--- config.mk ---
export PLATFORM = sky130hd
export DESIGN_NAME = rms_power_meter_window
export DESIGN_NICKNAME = d
export VERILOG_FILES = /design/src/design/rpmw_pkg.sv /design/src/design/rpmw_fifo.sv /design/src/design/rpmw_front.sv /design/src/design/rpmw_alu.sv /design/src/design/rpmw_back.sv /design/src/design/rms_power_meter_window.sv
export SDC_FILE = /design/constraint.sdc
export NUM_CORES = 2
export LEC_CHECK = 0
export ABC_AREA = 0
export BUFFER_PORTS_ARGS = -buffer_cell sky130_fd_sc_hd__buf_2
export CAP_MARGIN = 20
export CORE_MARGIN = 5
export CORE_UTILIZATION = 45
export DETAILED_ROUTE_END_ITERATION = 10
export GPL_TIMING_DRIVEN = 1
export PLACE_DENSITY = 0.64
export SYNTH_ARGS = -nofsm -noshare
export SYNTH_HDL_FRONTEND = slang
export SYNTH_HIERARCHICAL = 1
export SYNTH_SLANG_ARGS = --single-unit
--- constraint.sdc ---
create_clock -name clock -period 30.1 [get_ports clock]
set_input_delay 4.515 -clock clock [delete_from_list [all_inputs] [get_ports clock]]
set_output_delay 4.515 -clock clock [all_outputs]
set_load 0.01 [all_outputs]
--- src/design/rpmw_pkg.sv ---
// Shared types, constants and codes for the windowed RMS power meter.
// No dependencies; every other design file except rpmw_fifo imports this package.
package rpmw_pkg;

   localparam int ADC_BITS      = 10;
   localparam int COUNT_BITS_DEF = 16;
   localparam int GAIN_BITS     = 28;
   localparam int RMS_BITS      = 18;
   localparam int PWR_BITS      = 47;
   localparam int QUEUE_DEPTH   = 2;

   localparam logic [23:0] K_Q32  = 24'd13841176;
   localparam logic [63:0] K2_FULL = (64'(K_Q32) * 64'(K_Q32)) >> 16;
   localparam logic [31:0] K2_Q48 = K2_FULL[31:0];
   localparam logic [RMS_BITS-1:0] RMS_MAX = '1;
   localparam logic [PWR_BITS-1:0] PWR_MAX = '1;

   typedef enum logic [1:0] {
      CSR_CURRENT_OFFSET = 2'd0,
      CSR_VOLTAGE_OFFSET = 2'd1,
      CSR_VOLTAGE_GAIN   = 2'd2,
      CSR_CURRENT_GAIN   = 2'd3
   } csr_index_type;

   typedef struct packed {
      logic [ADC_BITS-1:0] current_sample;
      logic [ADC_BITS-1:0] voltage_sample;
      logic                window_end;
   } req_type;

   typedef struct packed {
      logic [RMS_BITS-1:0]      rms_current;
      logic [RMS_BITS-1:0]      rms_voltage;
      logic signed [47:0]       real_power;
      logic [PWR_BITS-1:0]      apparent_power;
      logic signed [15:0]       power_factor;
      logic [15:0]              sample_count;
   } rsp_type;

   typedef enum logic [1:0] {
      ALU_MUL,
      ALU_DIV,
      ALU_SQRT
   } alu_op_type;

   typedef enum logic {
      ALU_IDLE,
      ALU_RUN
   } alu_state_type;

   typedef struct packed {
      logic       start;
      alu_op_type op;
   } alu_cmd_type;

   typedef struct packed {
      logic done;
   } alu_stat_type;

   typedef enum logic [3:0] {
      BK_IDLE,
      BK_GAIN,
      BK_DIV_I,
      BK_SQRT_I,
      BK_RMS_I,
      BK_DIV_V,
      BK_SQRT_V,
      BK_RMS_V,
      BK_MEAN_P,
      BK_SCALE_P,
      BK_REAL,
      BK_VI,
      BK_APP,
      BK_PF,
      BK_OUT
   } bk_state_type;

endpackage

--- src/design/rpmw_fifo.sv ---
// Small register queue with push/full and pop/empty sides.
// Depends on nothing but its parameters.
module rpmw_fifo #(
   parameter int DATA_BITS = 8,
   parameter int DEPTH     = 2
) (
   input  logic                 clock,
   input  logic                 reset,
   input  logic                 push,
   input  logic [DATA_BITS-1:0] din,
   output logic                 full,
   input  logic                 pop,
   output logic [DATA_BITS-1:0] dout,
   output logic                 empty
);
   localparam int PTR_BITS = (DEPTH > 1) ? $clog2(DEPTH) : 1;
   localparam int CNT_BITS = $clog2(DEPTH + 1);

   logic [DATA_BITS-1:0] mem_ff [DEPTH];
   logic [PTR_BITS-1:0]  wr_ptr_ff, wr_ptr_in, rd_ptr_ff, rd_ptr_in;
   logic [CNT_BITS-1:0]  count_ff, count_in;
   logic                 do_push, do_pop;

   assign full    = (count_ff == CNT_BITS'(DEPTH));
   assign empty   = (count_ff == '0);
   assign do_push = push & ~full;
   assign do_pop  = pop & ~empty;
   assign dout    = mem_ff[rd_ptr_ff];

   always_comb begin
      wr_ptr_in = wr_ptr_ff;
      rd_ptr_in = rd_ptr_ff;
      count_in  = count_ff;
      if (do_push) begin
         wr_ptr_in = (wr_ptr_ff == PTR_BITS'(DEPTH - 1)) ? '0 : wr_ptr_ff + 1'b1;
      end
      if (do_pop) begin
         rd_ptr_in = (rd_ptr_ff == PTR_BITS'(DEPTH - 1)) ? '0 : rd_ptr_ff + 1'b1;
      end
      if (do_push && !do_pop) begin
         count_in = count_ff + 1'b1;
      end else if (do_pop && !do_push) begin
         count_in = count_ff - 1'b1;
      end
   end

   always_ff @(posedge clock) begin
      if (reset) begin
         wr_ptr_ff <= '0;
         rd_ptr_ff <= '0;
         count_ff  <= '0;
      end else begin
         wr_ptr_ff <= wr_ptr_in;
         rd_ptr_ff <= rd_ptr_in;
         count_ff  <= count_in;
      end
   end

   always_ff @(posedge clock) begin
      if (do_push) begin
         mem_ff[wr_ptr_ff] <= din;
      end
   end
endmodule

--- src/design/rpmw_front.sv ---
// Front end: removes offsets, accumulates squares, products and pair count,
// and closes a window into the queue. Uses rpmw_pkg.
module rpmw_front #(
   parameter int COUNT_BITS = rpmw_pkg::COUNT_BITS_DEF
) (
   input  logic                               clock,
   input  logic                               reset,
   input  logic                               accept,
   input  rpmw_pkg::req_type                  req,
   input  logic [rpmw_pkg::ADC_BITS-1:0]      current_offset,
   input  logic [rpmw_pkg::ADC_BITS-1:0]      voltage_offset,
   output logic                               win_push,
   output logic [2*rpmw_pkg::ADC_BITS+COUNT_BITS-1:0] win_sq_i,
   output logic [2*rpmw_pkg::ADC_BITS+COUNT_BITS-1:0] win_sq_v,
   output logic signed [2*rpmw_pkg::ADC_BITS+COUNT_BITS:0] win_prod,
   output logic [COUNT_BITS-1:0]              win_count
);
   import rpmw_pkg::*;

   localparam int SW = 2 * ADC_BITS + COUNT_BITS;
   localparam int PW = SW + 1;
   localparam logic [COUNT_BITS-1:0] CNT_MAX = '1;

   logic signed [ADC_BITS:0]     di, dv;
   logic signed [2*ADC_BITS+1:0] sqi, sqv, prod;
   logic [SW-1:0]                sum_i_ff, sum_i_in, sum_v_ff, sum_v_in;
   logic [SW-1:0]                acc_i, acc_v;
   logic signed [PW-1:0]         sum_p_ff, sum_p_in, acc_p;
   logic [COUNT_BITS-1:0]        cnt_ff, cnt_in, cnt_next;
   logic                         close;

   always_comb begin
      di       = $signed({1'b0, req.current_sample}) - $signed({1'b0, current_offset});
      dv       = $signed({1'b0, req.voltage_sample}) - $signed({1'b0, voltage_offset});
      sqi      = di * di;
      sqv      = dv * dv;
      prod     = di * dv;
      acc_i    = sum_i_ff + SW'(sqi[2*ADC_BITS-1:0]);
      acc_v    = sum_v_ff + SW'(sqv[2*ADC_BITS-1:0]);
      acc_p    = sum_p_ff + PW'(prod);
      cnt_next = cnt_ff + 1'b1;
      close    = req.window_end | (cnt_next == CNT_MAX);

      win_push  = accept & close;
      win_sq_i  = acc_i;
      win_sq_v  = acc_v;
      win_prod  = acc_p;
      win_count = cnt_next;

      sum_i_in = sum_i_ff;
      sum_v_in = sum_v_ff;
      sum_p_in = sum_p_ff;
      cnt_in   = cnt_ff;
      if (accept) begin
         if (close) begin
            sum_i_in = '0;
            sum_v_in = '0;
            sum_p_in = '0;
            cnt_in   = '0;
         end else begin
            sum_i_in = acc_i;
            sum_v_in = acc_v;
            sum_p_in = acc_p;
            cnt_in   = cnt_next;
         end
      end
   end

   always_ff @(posedge clock) begin
      if (reset) begin
         sum_i_ff <= '0;
         sum_v_ff <= '0;
         sum_p_ff <= '0;
         cnt_ff   <= '0;
      end else begin
         sum_i_ff <= sum_i_in;
         sum_v_ff <= sum_v_in;
         sum_p_ff <= sum_p_in;
         cnt_ff   <= cnt_in;
      end
   end
endmodule

--- src/design/rpmw_alu.sv ---
// Shared bit-serial unit: shift-add multiply, restoring divide, square root.
// Uses rpmw_pkg for its command and status types.
module rpmw_alu #(
   parameter int WW = 108
) (
   input  logic                  clock,
   input  logic                  reset,
   input  rpmw_pkg::alu_cmd_type cmd,
   input  logic [WW-1:0]         opa,
   input  logic [WW-1:0]         opb,
   output rpmw_pkg::alu_stat_type stat,
   output logic [WW-1:0]         result
);
   import rpmw_pkg::*;

   localparam int CW = $clog2(WW + 1);

   alu_state_type   state_ff, state_in;
   alu_op_type      op_ff, op_in;
   logic [WW-1:0]   a_ff, a_in, b_ff, b_in, acc_ff, acc_in;
   logic [WW+1:0]   rem_ff, rem_in, rem_sh, trial;
   logic [CW-1:0]   cnt_ff, cnt_in;

   assign result = acc_ff;

   always_comb begin
      state_in  = state_ff;
      op_in     = op_ff;
      a_in      = a_ff;
      b_in      = b_ff;
      acc_in    = acc_ff;
      rem_in    = rem_ff;
      cnt_in    = cnt_ff;
      rem_sh    = '0;
      trial     = '0;
      stat.done = 1'b0;
      case (state_ff)
         ALU_IDLE: begin
            if (cmd.start) begin
               a_in     = opa;
               b_in     = opb;
               acc_in   = '0;
               rem_in   = '0;
               op_in    = cmd.op;
               cnt_in   = (cmd.op == ALU_SQRT) ? CW'(WW / 2) : CW'(WW);
               state_in = ALU_RUN;
            end
         end
         ALU_RUN: begin
            case (op_ff)
               ALU_MUL: begin
                  if (b_ff == '0) begin
                     stat.done = 1'b1;
                     state_in  = ALU_IDLE;
                  end else begin
                     if (b_ff[0]) begin
                        acc_in = acc_ff + a_ff;
                     end
                     a_in = a_ff << 1;
                     b_in = b_ff >> 1;
                  end
               end
               ALU_DIV: begin
                  if (cnt_ff == '0) begin
                     stat.done = 1'b1;
                     state_in  = ALU_IDLE;
                  end else begin
                     rem_sh = {rem_ff[WW:0], a_ff[WW-1]};
                     trial  = {2'b00, b_ff};
                     if (rem_sh >= trial) begin
                        rem_in = rem_sh - trial;
                        acc_in = {acc_ff[WW-2:0], 1'b1};
                     end else begin
                        rem_in = rem_sh;
                        acc_in = {acc_ff[WW-2:0], 1'b0};
                     end
                     a_in   = a_ff << 1;
                     cnt_in = cnt_ff - 1'b1;
                  end
               end
               ALU_SQRT: begin
                  if (cnt_ff == '0) begin
                     stat.done = 1'b1;
                     state_in  = ALU_IDLE;
                  end else begin
                     rem_sh = {rem_ff[WW-1:0], a_ff[WW-1:WW-2]};
                     trial  = {acc_ff, 2'b01};
                     if (rem_sh >= trial) begin
                        rem_in = rem_sh - trial;
                        acc_in = {acc_ff[WW-2:0], 1'b1};
                     end else begin
                        rem_in = rem_sh;
                        acc_in = {acc_ff[WW-2:0], 1'b0};
                     end
                     a_in   = a_ff << 2;
                     cnt_in = cnt_ff - 1'b1;
                  end
               end
               default: begin
                  state_in = ALU_IDLE;
               end
            endcase
         end
         default: begin
            state_in = ALU_IDLE;
         end
      endcase
   end

   always_ff @(posedge clock) begin
      if (reset) begin
         state_ff <= ALU_IDLE;
      end else begin
         state_ff <= state_in;
      end
   end

   always_ff @(posedge clock) begin
      op_ff  <= op_in;
      a_ff   <= a_in;
      b_ff   <= b_in;
      acc_ff <= acc_in;
      rem_ff <= rem_in;
      cnt_ff <= cnt_in;
   end
endmodule

--- src/design/rpmw_back.sv ---
// Back end: sequences the shared arithmetic unit over one closed window and
// forms the result transaction. Uses rpmw_pkg and rpmw_alu.
module rpmw_back #(
   parameter int COUNT_BITS = rpmw_pkg::COUNT_BITS_DEF
) (
   input  logic                                 clock,
   input  logic                                 reset,
   input  logic                                 win_empty,
   output logic                                 win_pop,
   input  logic [2*rpmw_pkg::ADC_BITS+COUNT_BITS-1:0] win_sq_i,
   input  logic [2*rpmw_pkg::ADC_BITS+COUNT_BITS-1:0] win_sq_v,
   input  logic signed [2*rpmw_pkg::ADC_BITS+COUNT_BITS:0] win_prod,
   input  logic [COUNT_BITS-1:0]                win_count,
   input  logic [rpmw_pkg::GAIN_BITS-1:0]       voltage_gain,
   input  logic [rpmw_pkg::GAIN_BITS-1:0]       current_gain,
   input  logic                                 out_full,
   output logic                                 out_push,
   output rpmw_pkg::rsp_type                    out_data
);
   import rpmw_pkg::*;

   localparam int SW = 2 * ADC_BITS + COUNT_BITS;
   localparam int PW = SW + 1;
   localparam int WW = 2 * ((2 * ADC_BITS + COUNT_BITS + 73) / 2);
   localparam int RW = ADC_BITS + 8;
   localparam int GW = 2 * GAIN_BITS;

   bk_state_type          state_ff, state_in;
   logic                  issued_ff, issued_in;
   logic [SW-1:0]         si_ff, si_in, sv_ff, sv_in, mag_ff, mag_in;
   logic [PW-1:0]         neg_prod;
   logic                  neg_ff, neg_in;
   logic [COUNT_BITS-1:0] n_ff, n_in;
   logic [GW-1:0]         g_ff, g_in;
   logic [WW-1:0]         tmp_ff, tmp_in;
   logic [RW-1:0]         irms_ff, irms_in, vrms_ff, vrms_in;
   logic [PWR_BITS-1:0]   p_ff, p_in, s_ff, s_in;
   logic                  is_op;
   alu_cmd_type           cmd;
   alu_stat_type          stat;
   logic [WW-1:0]         opa, opb, res;
   logic [16:0]           pf_mag;

   function automatic logic [PWR_BITS-1:0] sat_pwr(input logic [WW-1:0] v);
      logic [WW-1:0] lim;
      lim = WW'(PWR_MAX);
      sat_pwr = (v > lim) ? PWR_MAX : v[PWR_BITS-1:0];
   endfunction

   rpmw_alu #(.WW(WW)) u_alu (
      .clock  (clock),
      .reset  (reset),
      .cmd    (cmd),
      .opa    (opa),
      .opb    (opb),
      .stat   (stat),
      .result (res)
   );

   assign neg_prod = -win_prod;

   always_comb begin
      state_in  = state_ff;
      issued_in = issued_ff;
      si_in     = si_ff;
      sv_in     = sv_ff;
      mag_in    = mag_ff;
      neg_in    = neg_ff;
      n_in      = n_ff;
      g_in      = g_ff;
      tmp_in    = tmp_ff;
      irms_in   = irms_ff;
      vrms_in   = vrms_ff;
      p_in      = p_ff;
      s_in      = s_ff;
      is_op     = 1'b1;
      cmd.start = 1'b0;
      cmd.op    = ALU_MUL;
      opa       = '0;
      opb       = '0;
      win_pop   = 1'b0;
      out_push  = 1'b0;

      case (state_ff)
         BK_IDLE: begin
            is_op = 1'b0;
            if (!win_empty) begin
               win_pop  = 1'b1;
               si_in    = win_sq_i;
               sv_in    = win_sq_v;
               neg_in   = win_prod[PW-1];
               mag_in   = win_prod[PW-1] ? neg_prod[SW-1:0] : win_prod[SW-1:0];
               n_in     = win_count;
               state_in = BK_GAIN;
            end
         end
         BK_GAIN: begin
            opa = WW'(voltage_gain);
            opb = WW'(current_gain);
         end
         BK_DIV_I: begin
            cmd.op = ALU_DIV;
            opa    = WW'({si_ff, 32'd0});
            opb    = WW'(n_ff);
         end
         BK_SQRT_I, BK_SQRT_V: begin
            cmd.op = ALU_SQRT;
            opa    = tmp_ff;
         end
         BK_RMS_I, BK_RMS_V: begin
            opa = tmp_ff;
            opb = WW'(K_Q32);
         end
         BK_DIV_V: begin
            cmd.op = ALU_DIV;
            opa    = WW'({sv_ff, 32'd0});
            opb    = WW'(n_ff);
         end
         BK_MEAN_P: begin
            cmd.op = ALU_DIV;
            opa    = WW'({mag_ff, 16'd0});
            opb    = WW'(n_ff);
         end
         BK_SCALE_P: begin
            opa = tmp_ff;
            opb = WW'(K2_Q48);
         end
         BK_REAL, BK_APP: begin
            opa = tmp_ff;
            opb = WW'(g_ff);
         end
         BK_VI: begin
            opa = WW'(irms_ff);
            opb = WW'(vrms_ff);
         end
         BK_PF: begin
            cmd.op = ALU_DIV;
            opa    = WW'({p_ff, 15'd0});
            opb    = WW'(s_ff);
            if (s_ff == '0) begin
               is_op    = 1'b0;
               state_in = BK_OUT;
            end
         end
         BK_OUT: begin
            is_op = 1'b0;
            if (!out_full) begin
               out_push = 1'b1;
               state_in = BK_IDLE;
            end
         end
         default: begin
            is_op    = 1'b0;
            state_in = BK_IDLE;
         end
      endcase

      if (is_op && !issued_ff) begin
         cmd.start = 1'b1;
         issued_in = 1'b1;
      end

      if (is_op && issued_ff && stat.done) begin
         issued_in = 1'b0;
         case (state_ff)
            BK_GAIN: begin
               g_in     = res[GW-1:0];
               state_in = BK_DIV_I;
            end
            BK_DIV_I: begin
               tmp_in   = res;
               state_in = BK_SQRT_I;
            end
            BK_SQRT_I: begin
               tmp_in   = res;
               state_in = BK_RMS_I;
            end
            BK_RMS_I: begin
               irms_in  = RW'(res >> 32);
               state_in = BK_DIV_V;
            end
            BK_DIV_V: begin
               tmp_in   = res;
               state_in = BK_SQRT_V;
            end
            BK_SQRT_V: begin
               tmp_in   = res;
               state_in = BK_RMS_V;
            end
            BK_RMS_V: begin
               vrms_in  = RW'(res >> 32);
               state_in = BK_MEAN_P;
            end
            BK_MEAN_P: begin
               tmp_in   = res;
               state_in = BK_SCALE_P;
            end
            BK_SCALE_P: begin
               tmp_in   = res >> 48;
               state_in = BK_REAL;
            end
            BK_REAL: begin
               p_in     = sat_pwr(res >> 32);
               state_in = BK_VI;
            end
            BK_VI: begin
               tmp_in   = res;
               state_in = BK_APP;
            end
            BK_APP: begin
               s_in     = sat_pwr(res >> 48);
               state_in = BK_PF;
            end
            BK_PF: begin
               tmp_in   = res;
               state_in = BK_OUT;
            end
            default: begin
               state_in = BK_IDLE;
            end
         endcase
      end
   end

   always_comb begin
      out_data.rms_current = (irms_ff > RW'(RMS_MAX)) ? RMS_MAX : RMS_BITS'(irms_ff);
      out_data.rms_voltage = (vrms_ff > RW'(RMS_MAX)) ? RMS_MAX : RMS_BITS'(vrms_ff);
      out_data.real_power  = neg_ff ? -$signed({1'b0, p_ff}) : $signed({1'b0, p_ff});
      out_data.sample_count = (32'(n_ff) > 32'd65535) ? 16'hFFFF : 16'(n_ff);
      pf_mag = '0;
      if (s_ff == '0) begin
         out_data.apparent_power = PWR_BITS'(65536);
         out_data.power_factor   = 16'sd32767;
      end else begin
         out_data.apparent_power = s_ff;
         if (neg_ff) begin
            pf_mag = (tmp_ff > WW'(32768)) ? 17'd32768 : tmp_ff[16:0];
            out_data.power_factor = -$signed(pf_mag[15:0]);
         end else begin
            pf_mag = (tmp_ff > WW'(32767)) ? 17'd32767 : tmp_ff[16:0];
            out_data.power_factor = $signed(pf_mag[15:0]);
         end
      end
   end

   always_ff @(posedge clock) begin
      if (reset) begin
         state_ff  <= BK_IDLE;
         issued_ff <= 1'b0;
      end else begin
         state_ff  <= state_in;
         issued_ff <= issued_in;
      end
   end

   always_ff @(posedge clock) begin
      si_ff   <= si_in;
      sv_ff   <= sv_in;
      mag_ff  <= mag_in;
      neg_ff  <= neg_in;
      n_ff    <= n_in;
      g_ff    <= g_in;
      tmp_ff  <= tmp_in;
      irms_ff <= irms_in;
      vrms_ff <= vrms_in;
      p_ff    <= p_in;
      s_ff    <= s_in;
   end
endmodule

--- src/design/rms_power_meter_window.sv ---
// Single-phase RMS and power meter. A sample pair is taken on every cycle that
// push is high and full is low, and the front end adds each taken pair to its
// registered sums, so input throughput is one pair per clock while full stays
// low. On window end (or when the pair count saturates) the window's sums enter
// a two-entry queue and a back end works them through one shared bit-serial
// multiply/divide/square-root unit before the result joins a two-entry result
// queue. full rises only while two closed windows wait for that unit.
// Uses rpmw_pkg, rpmw_fifo, rpmw_front and rpmw_back.
module rms_power_meter_window #(
   parameter int COUNT_BITS = rpmw_pkg::COUNT_BITS_DEF
) (
   input  logic                              clock,
   input  logic                              reset,
   input  logic                              push,
   output logic                              full,
   input  rpmw_pkg::req_type                 req_payload,
   output logic                              empty,
   input  logic                              pop,
   output rpmw_pkg::rsp_type                 rsp_payload,
   input  logic                              csr_we,
   input  rpmw_pkg::csr_index_type           csr_index,
   input  logic [rpmw_pkg::GAIN_BITS-1:0]    csr_wdata
);
   import rpmw_pkg::*;

   localparam int SW = 2 * ADC_BITS + COUNT_BITS;
   localparam int PW = SW + 1;
   localparam int MW = 2 * SW + PW + COUNT_BITS;
   localparam int RB = $bits(rsp_type);

   logic [ADC_BITS-1:0]   cur_off_ff, volt_off_ff;
   logic [GAIN_BITS-1:0]  volt_gain_ff, cur_gain_ff;
   logic                  accept;
   logic                  win_push, win_pop, win_empty, out_full, out_push;
   logic [SW-1:0]         f_sq_i, f_sq_v, b_sq_i, b_sq_v;
   logic signed [PW-1:0]  f_prod, b_prod;
   logic [COUNT_BITS-1:0] f_count, b_count;
   logic [MW-1:0]         win_din, win_dout;
   rsp_type               out_data;
   logic [RB-1:0]         rsp_bits;

   assign accept  = push & ~full;
   assign win_din = {f_sq_i, f_sq_v, f_prod, f_count};
   assign {b_sq_i, b_sq_v, b_prod, b_count} = win_dout;
   assign rsp_payload = rsp_type'(rsp_bits);

   always_ff @(posedge clock) begin
      if (reset) begin
         cur_off_ff   <= ADC_BITS'(512);
         volt_off_ff  <= ADC_BITS'(512);
         volt_gain_ff <= GAIN_BITS'(65536);
         cur_gain_ff  <= GAIN_BITS'(65536);
      end else if (csr_we) begin
         case (csr_index)
            CSR_CURRENT_OFFSET: cur_off_ff   <= csr_wdata[ADC_BITS-1:0];
            CSR_VOLTAGE_OFFSET: volt_off_ff  <= csr_wdata[ADC_BITS-1:0];
            CSR_VOLTAGE_GAIN:   volt_gain_ff <= csr_wdata;
            CSR_CURRENT_GAIN:   cur_gain_ff  <= csr_wdata;
            default: begin
            end
         endcase
      end
   end

   rpmw_front #(.COUNT_BITS(COUNT_BITS)) u_front (
      .clock          (clock),
      .reset          (reset),
      .accept         (accept),
      .req            (req_payload),
      .current_offset (cur_off_ff),
      .voltage_offset (volt_off_ff),
      .win_push       (win_push),
      .win_sq_i       (f_sq_i),
      .win_sq_v       (f_sq_v),
      .win_prod       (f_prod),
      .win_count      (f_count)
   );

   rpmw_fifo #(.DATA_BITS(MW), .DEPTH(QUEUE_DEPTH)) u_win_queue (
      .clock (clock),
      .reset (reset),
      .push  (win_push),
      .din   (win_din),
      .full  (full),
      .pop   (win_pop),
      .dout  (win_dout),
      .empty (win_empty)
   );

   rpmw_back #(.COUNT_BITS(COUNT_BITS)) u_back (
      .clock        (clock),
      .reset        (reset),
      .win_empty    (win_empty),
      .win_pop      (win_pop),
      .win_sq_i     (b_sq_i),
      .win_sq_v     (b_sq_v),
      .win_prod     (b_prod),
      .win_count    (b_count),
      .voltage_gain (volt_gain_ff),
      .current_gain (cur_gain_ff),
      .out_full     (out_full),
      .out_push     (out_push),
      .out_data     (out_data)
   );

   rpmw_fifo #(.DATA_BITS(RB), .DEPTH(QUEUE_DEPTH)) u_rsp_queue (
      .clock (clock),
      .reset (reset),
      .push  (out_push),
      .din   (RB'(out_data)),
      .full  (out_full),
      .pop   (pop),
      .dout  (rsp_bits),
      .empty (empty)
   );
endmodule

**Word level (Yosys, flattened, before mapping)**

Memories as Yosys holds them, arrays and structs flattened. A register that Yosys moved wholly into a read port is not among the register bits.
Index checks and enable logic that the tools add are counted.

- $add $sub $neg: 21
- Div/mod/pow operators: 0
- Equal/unequal tests: 38
- Reductions and logical operators: 51
- $lt $le $gt $ge: 8
- Bitwise gates (word level): 12
- Multiply operators: 3
- Muxes and demuxes: 85
- Shift operators: 0

Operators with widths:

| operator | number |
|---|---|
| $mux W108 | 12 |
| $pmux W108 S2 | 4 |
| $pmux W108 S7 | 1 |
| $pmux W108 S3 | 2 |
| $mux W109 | 5 |
| $pmux W109 S2 | 2 |
| $pmux W56 S7 | 1 |
| $ge A110 B108 Y1 | 1 |
| $ge A110 B110 Y1 | 1 |
| $sub A109 B108 Y109 | 1 |
| $sub A109 B109 Y109 | 1 |
| $add A108 B108 Y108 | 1 |
| $gt A108 B15 Y1 const B | 1 |
| $gt A108 B16 Y1 const B | 1 |
| $logic_not A108 Y1 | 1 |
| $mux W36 | 3 |
| $gt A76 B47 Y1 const B | 1 |
| $add A36 B20 Y36 | 2 |
| $mux W16 | 4 |
| $mux W63 | 1 |
| $gt A60 B47 Y1 const B | 1 |
| $pmux W4 S13 | 1 |
| $mux W48 | 1 |
| $neg A47 Y48 | 1 |
| 54 further kinds | 168 |

- Output and inout port bits: 165
- Flip-flop bits (word level): 1076
- Memories kept: 2
- Logic and storage cells: 254
- Bits in writable memories: 576
- ROM bits: 0
- Latch bits: 0
- Input bits: 56

Memories:

| name | words | bits a word | read ports | clocked after memory_dff | write ports | RTL line | text |
|---|---|---|---|---|---|---|---|
| u_rsp_queue.mem_ff | 2 | 163 | 1 | 1 | 1 | rpmw_fifo.sv:19 | `logic [DATA_BITS-1:0] mem_ff [DEPTH];` |
| u_win_queue.mem_ff | 2 | 125 | 1 | 1 | 1 | rpmw_fifo.sv:19 |  |

**Depth between registers and ports, before layout**

- Depth in word-level cells: 9
- Gate-level depth with buffers: 44
- Mapped depth without buffers: 42

**Modules after synthesis**

Netlist, hierarchy kept.

By module, submodules not included:

| module | area an instance (um^2) | sequential area each (um^2) | cells each | times used |
|---|---|---|---|---|
| rpmw_alu | 44073.5 | 13292.7 | 5420 | 1 |
| rpmw_front | 24089.4 | 2502.4 | 2865 | 1 |
| rpmw_back | 20358.3 | 12682.2 | 1666 | 1 |
| rpmw_fifo at u_rsp_queue | 12251.8 | 9889.5 | 532 | 1 |
| rpmw_fifo at u_win_queue | 9434.0 | 7607.3 | 414 | 1 |
| rms_power_meter_window | 3078.0 | 1521.5 | 283 | 1 |

**Least setup slack after synthesis**

No wires, ideal clock.

- Kind: input to register
- Start point: in req_payload[1] (netlist name)
- End point: mem u_win_queue/mem_ff[0][83] (netlist name) (data pin)
- Library setup time: 0.266 ns
- Arrival time: 12.763 ns
- Data required time: 29.834 ns
- Setup slack: 17.071 ns
- Stages on the path: 39
- Buffers on the path: 2
- Cells stage by stage: inv_1 -> ha_1 -> inv_1 -> fa_1 -> nand2_1 -> nand2_1 -> a21oi_1 -> nand2b_1 -> a21boi_0 -> o41ai_1 -> xor2_1 -> inv_1 -> clkbuf_1 -> nand2_1 -> fa_1 -> inv_1 -> fa_1 -> fa_1 -> (+3 left out) -> inv_1 -> ha_1 -> and3_1 -> a21oi_1 -> a31oi_1 -> a21o_1 -> a21oi_1 -> o21bai_1 -> a21oi_1 -> xnor2_1 -> ha_1 -> a21oi_1 -> or3b_2 -> o21ai_1 -> or2_2 -> buf_2 -> nor2_1 -> xor2_1

- Longest elaborated chain between the ends: 3

Ends and longest elaborated chain:

| element | RTL line | text |
|---|---|---|
| from (decl) | rms_power_meter_window.sv:16 | `input rpmw_pkg::req_type req_payload,` |
| $sub A10 B10 Y11 | rpmw_front.sv:34 | `dv = $signed({1'b0, req.voltage_sample}) - $signed({1'b0, voltage_offset});` |
| $mul A11 B11 Y20 | rpmw_front.sv:36 | `sqv = dv * dv;` |
| $add A36 B20 Y36 | rpmw_front.sv:39 | `acc_v = sum_v_ff + SW'(sqv[2*ADC_BITS-1:0]);` |
| net f_sq_v[30] | rms_power_meter_window.sv:35 | `logic [SW-1:0] f_sq_i, f_sq_v, b_sq_i, b_sq_v;` |
| to (decl) | rpmw_fifo.sv:19 |  |

The timed path passes the listed nets, and every way through them passes these cells.

**Worst setup path in the final report**

Same ends and word-level chain as after synthesis.

==> run metrics <==
pre-CTS setup slack 15600 ps; min setup slack post-route 16440 ps; max-cap viol count 0; die width 512 um; GRT Util Overall 30.3%; Initial Util a little under half; total negative slack 0 ps; 1st-pass router iterations 9; Synth Flop Type edfxtp_1; Root Buffer clkbuf_16; top cell type's share of synthesized area 38.1%; HP Class flip-flop to flip-flop; most frequent cells in the layout edfxtp_1 (1437), inv_1 (1036), nand2_1 (986), a21oi_1 (835), nor2_1 (716); CP max stage delay 770 ps; Starting DRT DRC Count 10458; first-pass GRT wire length 594000 um; worst setup path startpoint req_payload[1]; # DRC 0; area added between synthesis and finish 9.27%; share of layout cells above drive strength 1 11.8%; Placed Instances 14305; Crit. End Element flip-flop; final-report setup violation count 0; Post-synth EDFFs roughly 1400; commonest non-fill, non-tap cell in the layout edfxtp_1; synth warn 6; hold buffer count at cts 0; core area 0.251 mm2; Die ar. 0.262 mm2; post-synthesis register bit count 1654; Vias/cell 6.07; sequential-to-total area share from yosys stat 41.9%; initial antenna violation count 47; post-cts resize count 0; status completed; RSZ-0062 raised after global routing no; CP max-delay cell o21a_1; gpl congestion 1.02; Synth area leaders edfxtp_1 (38%), fa_1 (6.9%), ha_1 (6.3%); # clock sinks roughly 1700; Slew Limit Headroom 13.9%; Crit Path Max Fanout 18; final clock period utilization by the worst path 45.4%; clock slew at reported path FFs 60 ps; clk_skew 91.9 ps; critical path type input port to flip-flop; Detailed Place HPWL 313000 um; CP Launch Type input port; pin count of the biggest net entering global routing 110; CP dominant cell by count fa_1; Critical Path RT 30690 ps; total wire length approximately 410000 um; Critical R2R Launch volt_off_ff[0]; final count of hold timing violations 0; worst path arrival time between 10000 and 15000 ps; Highest Clock Rate 73.2 MHz; total CTS buffers 179; H-tree lvl count 4; GRT Residual Overflow 0; Longest Clk Path Bufs 3; Worst Hold Launch u_front/sum_p_ff[13]; Netlist cell types about 130; die height between 500 and 600 um; postcts setup bufs 0; Final Net Count roughly 12000; worst hold slack approximately 460 ps; Avg Cell Area, Syn just over 10 um2; Syn Std Cell Area 0.113 mm2; Rows 184; Mapped Cells between 10000 and 15000; vias in the first global route 86293; actual slew at the worst max-slew pin 1290 ps; routed via count 89300; num ports 221; post-synth top area cell edfxtp_1; routed length per instance 28.0 um; input/output buffers 220; Non-Filler Instances 14710; Final Max Tran Viols 0; TritonCTS clock tree done; antenna-violating nets left 0; share of flip-flops with an asynchronous set or reset 0%; Worst-Skew Late Latency 870 ps; final worst path period need 13660 ps
final cells by class:
type                            count  area, um2
Antenna cell                       65        163
Clock buffer                      231       4760
Clock inverter                    106       1290
Tap cell                         3348       4190
Inverter                         1050       3950
Multi-Input combinational cell   7871      59500
Sequential cell                  1654      47500
Timing Repair Buffer              385       2400
Fill cell                       22978     127000
critical path: cells and delay by family:
family | cells | cell delay (ps)
xor gates and xnor gates | 2 | 300
buffers and inverters | 6 | 780
and+or+nand+nor | 8 | 1770
adders and majority gates | 9 | 3690
AOI/OAI and AO/OA | 12 | 3150
state kept, by name, indices dropped and copies added (netlist names), 56 cells and up, named ones only:
register,flops
u_rsp_queue/mem_ff,326
u_win_queue/mem_ff,250
u_back/u_alu/rem_ff,109
u_back/tmp_ff,108
u_back/u_alu/a_ff,108
u_back/u_alu/b_ff,108
u_back/u_alu/result,108
u_back/g_ff,56
through the flow:
| step | util, % | area [um2] |
|---|---|---|
| final | 49.3 | 124000 |
| after global placement | 46.8 | 118000 |
| after floorplan | - | 113000 |
| after detailed placement | 46.8 | 118000 |
| after global routing | 49.3 | 124000 |
| after CTS | 49.2 | 124000 |
cells by family after synthesis:
group / synth area share (%)
AND/OR/NAND/NOR: 13.0
XOR/XNOR: 4.33
other: 0.00331
multiplexers: 6.84
buffers and inverters: 5.93
AO/OA/AOI/OAI: 14.7
adder cells (fa/ha/maj): 13.2
flip-flops: 41.9
cells in the mapped netlist (all sizes together), types with 54 or more instances:
master and number:
nand2b 145, nand2 989, nand3 206, xnor2 378
nor2b 111, mux2 464, a21oi 839, inv 1045
fa 391, o31ai 65, edfxtp 1437, a222oi 56
nor4 110, nor2 731, buf 153, clkbuf 503
o21bai 110, a211oi 88, and3 62, a21o 178
or3 106, xor2 180, or2 77, mux2i 207
a31oi 91, a22oi 94, dfxtp 217, o21ai 516
nand4 199, ha 573, nor3 146, o211ai 54
o21a 73, and2 104
worst paths after layout:
kind / slack (ps) / depth (start not counted) / end
setup / recovery: 16440 / 37 / u_win_queue/mem_ff[0][83]
hold / removal: 460 / 2 / u_front/sum_p_ff[13]
setup reg to reg: 19650 / 35 / u_win_queue/mem_ff[0][83]
hold reg to reg: 460 / 2 / u_front/sum_p_ff[13]
routing by layer:
| metal | share of wire, % | up-vias | track usage (%) |
|---|---|---|---|
| li1 | - | 39974 | - |
| met5 | 0 | - | 0 |
| met2 | 46 | 4388 | 47.8 |
| met3 | 8.1 | 770 | 5.12 |
| met4 | 5.8 | 0 | 16.1 |
| met1 | 40 | 44168 | 40.2 |
Power is left out: the tool's default activity adds up to more than one toggle a clock period on the data nets, which glitch-free logic cannot reach.
